## src/gbs_pkg.sv

```systemverilog
package gbs_pkg;

    // Kept-list geometry
    localparam int MAX_KEPT = 256;
    localparam int KEPT_AW  = $clog2(MAX_KEPT);
    localparam int CNT_W    = $clog2(MAX_KEPT + 1);

    // Configuration port
    localparam int CFG_IDX_W  = 4;
    localparam int CFG_DATA_W = 9;
    localparam int THR_W      = 9;

    localparam logic [CFG_IDX_W-1:0] CFG_IOU_THRESHOLD  = CFG_IDX_W'(0);
    localparam logic [CFG_IDX_W-1:0] CFG_CLASS_AGNOSTIC = CFG_IDX_W'(1);

    // 0.45 rounded to Q1.8
    localparam logic [THR_W-1:0] THR_RESET      = THR_W'(115);
    localparam logic             AGNOSTIC_RESET = 1'b0;

    typedef struct packed {
        logic               start_frame;
        logic signed [15:0] box_x;
        logic signed [15:0] box_y;
        logic        [15:0] box_width;
        logic        [15:0] box_height;
        logic        [7:0]  class_label;
    } t_box_in;

    typedef struct packed {
        logic       keep;
        logic [7:0] kept_index;
        logic       store_full;
    } t_box_out;

    // One kept-list entry as stored in the RAM
    typedef struct packed {
        logic signed [15:0] left;
        logic signed [15:0] top;
        logic signed [17:0] right;
        logic signed [17:0] bottom;
        logic        [31:0] area;
        logic        [7:0]  cls;
    } t_kept_entry;

    localparam int ENTRY_W = $bits(t_kept_entry);

    typedef struct packed {
        logic               latch;
        logic               rd_en;
        logic [KEPT_AW-1:0] rd_addr;
        logic               finish;
        logic               room;
        logic [KEPT_AW-1:0] wr_slot;
    } t_ctl_cmd;

    typedef struct packed {
        logic busy;
        logic suppress;
    } t_dp_status;

endpackage

```

## src/gbs_ctrl.sv

```systemverilog
module gbs_ctrl (
    input  logic                i_clk,
    input  logic                i_rst_n,
    input  logic                i_in_valid,
    input  logic                i_in_start,
    output logic                o_in_stall,
    output logic                o_out_valid,
    input  logic                i_out_stall,
    input  gbs_pkg::t_dp_status i_status,
    output gbs_pkg::t_ctl_cmd   o_cmd
);
    import gbs_pkg::*;

    typedef enum logic [1:0] {
        S_IDLE,
        S_SCAN,
        S_DRAIN,
        S_FINISH
    } t_state;

    t_state           r_state;
    logic [CNT_W-1:0] r_scan;
    logic [CNT_W-1:0] r_count;
    logic             r_out_valid;
    logic             out_free;
    logic             scan_done;
    logic             room;

    assign out_free  = !r_out_valid || !i_out_stall;
    assign scan_done = (r_scan == r_count);
    assign room      = (r_count != CNT_W'(MAX_KEPT));

    always_ff @(posedge i_clk) begin
        if (!i_rst_n) begin
            r_state     <= S_IDLE;
            r_scan      <= '0;
            r_count     <= '0;
            r_out_valid <= 1'b0;
        end else begin
            // raise the result as the box finishes; drop it once taken
            if ((r_state == S_FINISH) && out_free) begin
                r_out_valid <= 1'b1;
            end else if (!i_out_stall) begin
                r_out_valid <= 1'b0;
            end
            case (r_state)
                S_IDLE: begin
                    if (i_in_valid) begin
                        r_scan <= '0;
                        if (i_in_start) begin
                            r_count <= '0;
                        end
                        r_state <= S_SCAN;
                    end
                end
                S_SCAN: begin
                    if (scan_done) begin
                        r_state <= S_DRAIN;
                    end else begin
                        r_scan <= r_scan + CNT_W'(1);
                    end
                end
                S_DRAIN: begin
                    if (!i_status.busy) begin
                        r_state <= S_FINISH;
                    end
                end
                S_FINISH: begin
                    if (out_free) begin
                        if (!i_status.suppress && room) begin
                            r_count <= r_count + CNT_W'(1);
                        end
                        r_state <= S_IDLE;
                    end
                end
                default: begin
                    r_state <= S_IDLE;
                end
            endcase
        end
    end

    always_comb begin
        o_cmd.latch   = (r_state == S_IDLE) && i_in_valid;
        o_cmd.rd_en   = (r_state == S_SCAN) && !scan_done;
        o_cmd.rd_addr = r_scan[KEPT_AW-1:0];
        o_cmd.finish  = (r_state == S_FINISH) && out_free;
        o_cmd.room    = room;
        o_cmd.wr_slot = r_count[KEPT_AW-1:0];
    end

    assign o_in_stall  = (r_state != S_IDLE);
    assign o_out_valid = r_out_valid;

endmodule

```

## config.mk

```make
export PLATFORM = sky130hd
export DESIGN_NAME = gbs_ctrl
export DESIGN_NICKNAME = d
export VERILOG_FILES = /design/src/gbs_pkg.sv /design/src/gbs_ctrl.sv
export SDC_FILE = /design/constraint.sdc
export NUM_CORES = 1
export LEC_CHECK = 0
export BUFFER_PORTS_ARGS = -buffer_cell sky130_fd_sc_hd__buf_2
export CORE_MARGIN = 2
export CORE_UTILIZATION = 40
export CTS_CLUSTER_DIAMETER = 150
export CTS_CLUSTER_SIZE = 12
export DETAILED_ROUTE_END_ITERATION = 8
export GPL_ROUTABILITY_DRIVEN = 0
export GPL_TIMING_DRIVEN = 0
export SYNTH_ARGS = -nofsm -noshare
export SYNTH_HDL_FRONTEND = slang
export SYNTH_SLANG_ARGS = --single-unit
```

## constraint.sdc

```tcl
create_clock -name i_clk -period 4.1 [get_ports i_clk]
set_input_delay 0.205 -clock i_clk [delete_from_list [all_inputs] [get_ports i_clk]]
set_output_delay 0.205 -clock i_clk [all_outputs]
set_load 0.05 [all_outputs]
```

After elaboration in Yosys (flattened, before gate mapping):

Index checks and enable logic that the tools add are counted.
W data, S select, Z words.

* register bits after elaboration: 21
* input bits: 7
* output and inout port bits: 22

* add/subtract/negate cells: 2
* eq/ne operators: 13
* multiplexer cells: 15
* reduce and logical (&&, ||, !) cells: 16

Operators with widths (number)
* $mux W9: 6
* $pmux W9 S2: 2
* $add A9 B1 Y9 const B: 2
* $ne A2 B2 Y1 const B: 7
* $eq A9 B9 Y1: 1
* $ne A9 B9 Y1 const B: 1
* $mux W2: 4
* $pmux W2 S4: 1
* $reduce_bool A2 Y1: 3
* $reduce_and A5 Y1: 1
* $eq A2 B2 Y1 const B: 2
* $logic_and A1 B1 Y1: 4
* $logic_not A1 Y1: 4
* $reduce_and A4 Y1: 1
* $reduce_and A3 Y1: 1
* $eq A2 B1 Y1 const B: 1
* $logic_not A2 Y1: 1
* $mux W1: 2
* $ne A2 B1 Y1 const B: 1
* $logic_or A1 B1 Y1: 1

Longest topological paths before layout:

* depth after elaboration: 5
* depth in mapped cells: 8
* gate-level depth less buffers: 7

Least setup slack after synthesis:

OpenSTA, ideal clock, no wires.

* kind: reg2out
* start: reg r_scan[3]
* end: out o_cmd[18] (netlist bit)
* arrival: 1619 ps
* path slack: 2276 ps
* stages on the path, launching flop included: 7
* path through: dfxtp_1 buf_2 xor2_1 nor4_1 and3_1 buf_2 nor2_1

RTL lines
* from (decl): RTL line gbs_ctrl.sv:22 `logic [CNT_W-1:0] r_scan;`
* from (signal assigned): RTL line gbs_ctrl.sv:60 `r_scan <= r_scan + CNT_W'(1);`
* to (decl): RTL line gbs_ctrl.sv:10 `output gbs_pkg::t_ctl_cmd o_cmd`

Worst setup path in the final report:

* start: reg r_count[2]
* end: out o_cmd[8] (netlist bit)

* word-level cells in the longest chain between the ends: 1

RTL lines
* from (decl): RTL line gbs_ctrl.sv:23 `logic [CNT_W-1:0] r_count;`
* from (signal assigned): RTL line gbs_ctrl.sv:71 `r_count <= r_count + CNT_W'(1);`
* $ne A9 B9 Y1: RTL line gbs_ctrl.sv:31 `assign room = (r_count != CNT_W'(MAX_KEPT));`

No other way between the ends.

==> flow_metrics.tcl <==
set metrics [dict create \
    grt_max_degree 12 \
    drv_cap 0 \
    yosysWarnings 0 \
    synth-simple-area-share 0.251 \
    cp-start-kind "flip-flop" \
    status "finished, final reports clean" \
    antenna_found_initial 0 \
    yosysTopAreaCell "dfxtp_1" \
    fin_area_um2 1730 \
    setup_violations 0 \
    post_synth.cell_area_avg_um2 7.82 \
    die_w_um 64.9 \
    fillers 381 \
    clk_latency_ns 0.26 \
    placed_area_um2 1680 \
    irDropWorstVdd_uv 268 \
    finalSetupTns_ns 0 \
    synth_top_family_by_area "simple AND/OR/NAND/NOR gates" \
    worst_slew_pin_slew_ns 0.561 \
    syn_nets 204 \
    die-area_um2 4220 \
    layout-area-overhead-vs-synth_pct 16.2 \
    post_cts_resized 0 \
    dp_hpwl_mm 2.45 \
    maxClockFrequency_ghz 0.484 \
    clock_sinks 21 \
    gr-total-overflow 0 \
    io_pins 29 \
    cts_setup_buffers 0 \
    grt_pass1_wl_mm 5.50 \
    h-tree-depth 1 \
    criticalPathCategory "reg -> out" \
    final_common_cell "buf_2" \
    critPathCaptureType "primary output" \
    synth_async_sr_flop_share 0 \
    wire_per_inst_um 11.9 \
    ant_nets 0 \
    critPathBufInv 2 \
    synth_top_cell_area_share 0.283 \
    detail_route.first_pass.iterations 5 \
    required_ns 3.89 \
    synth_enable_flop_cells 0 \
    slew_headroom 0.622 \
    final_net_count 236 \
    critPathMaxStageDelay_ns 0.58 \
    track_usage 0.165 \
    hold_viol_final 0 \
    synth_seq_area_share 0.283 \
    core_um2 3610 \
    antenna_cells 0 \
    fin_crit_ns 2.06 \
    ys.flop_type "dfxtp_1" \
    rsz0062_at_grt "false" \
    yosys.area_share.adder 0.0590 \
    avgViaCountPerCell 5.07 \
    num_rows 22 \
    instances_no_fill 269 \
    skew_ns 0.000804 \
    clock_path_buffers 2 \
    cts_hold_buf 0 \
    crit_fanout 7 \
    cts_made_buffers 3 \
    portBuffers 27 \
    clkTransAtPathRegs_ns 0.08 \
    synthMuxAreaShare 0.0354 \
    fin_crit_sh 0.504 \
    cts_tree "yes" \
    critical_path_arrival_ns 1.86 \
    totalWireLength_mm 3.19 \
    synth_compound_area_frac 0.186 \
    placedCellCount 265 \
    final_cell_mix "31 x buf_2, 22 x nand2_1, 21 x dfxtp_1" \
    leakagePower_nw 0.765 \
    drc_errors 0 \
    p_per_area_nw_per_um2 433 \
    drt_iter0_markers 49 \
    vias 1363 \
    synth_cell_type_count 43 \
    synthTopCellsByArea "dfxtp_1 28%, buf_4 8.6%, ha_1 5.9%" \
    cpMaxStageDelayCell "or4_4" \
    crit_family "simple AND/OR/NAND/NOR gates" \
    root_buffer "clkbuf_8" \
    grt_pass1_vias 1201 \
    die_y_um 64.9 \
    ys_ff_latch 21 \
    drive_gt1_frac 0.271 \
    syn_inst 190 \
    synth-xor-area-share 0.0531 \
    fin_util 0.478 \
    timing.critical_path.cells "or4_4 -> or2_2 -> buf_4 -> buf_2" \
    slew_violations 0 \
    initial_core_util 0.412 \
    hold_path.class "in -> reg" \
    syn-cell-area_um2 1490 \
]
## stage by stage
step                setup WS [ns]  hold WS (ns)  power, mW
finish                       2.04         0.327      0.747
detailed placement           2.10         0.494      0.613
CTS                          2.02         0.330      0.752
global placement             2.08         0.490      0.618
global route                 1.89         0.358      0.802
floorplan                    2.28         0.462      0.536
## synth_stat cells (all sizes together), types with 4 or more instances
cell type,count
a31oi,9
ha,7
a21oi,4
o21ai,12
inv,8
nand4,7
xor2,9
buf,21
dfxtp,21
nor2,14
nand3,9
nand2,22
clkbuf,4
## sequential cells by signal (all words and copies together) (netlist names)
register	cells
o_out_valid	1
r_count	9
r_scan	9
r_state	2
## kinds of logic (layout without fill, tap and decap cells)
group | Yosys count | count (layout)
and+or+nand+nor | 74 | 74
xor gates and xnor gates | 9 | 9
DFF | 21 | 21
adders and majority gates | 7 | 7
muxes | 5 | 5
buffers and inverters | 34 | 65
AOI/OAI and AO/OA | 40 | 40
## power by group
part           switching, mW  leakage, nW  total [mW]  internal [mW]
Sequential            0.0179        0.170       0.237          0.219
Clock                 0.0699       0.0228       0.139         0.0693
Combinational          0.251        0.573       0.370          0.119
## area by class of cell
cell class	count	area (um2)	area share
Buffer	25	163	0.0943
Multi-Input combinational cell	135	868	0.503
Sequential cell	21	420	0.244
Tap cell	48	60.1	0.0348
Clock buffer	4	45.0	0.0261
Timing Repair Buffer	27	135	0.0783
Inverter	9	33.8	0.0196
## routing by layer
layer	routed length, um	global-route usage	vias to the layer above	part of all wire
met5	0	0	-	0
met4	36	0.0505	0	0.011
met3	123	0.0330	5	0.039
met2	1520	0.274	30	0.48
met1	1510	0.213	611	0.47
li1	-	-	717	-
## tightest hold or removal path: cells and delay by family
kind                   cells  cell delay, ns
AND/OR/NAND/NOR            1            0.16
buffers and inverters      1            0.08
AO/OA/AOI/OAI              1            0.12
## path summary, 6_finish.rpt
path,start,end,slack (ns),depth (start not counted)
setup reg to reg,r_state[0],r_scan[7],2.10,8
hold / removal,i_out_stall,o_out_valid,0.33,3
hold reg to reg,r_state[1],r_state[1],0.51,2
setup / recovery,r_count[2],o_cmd[8],2.04,4
(Power assumes the default switching activity.)
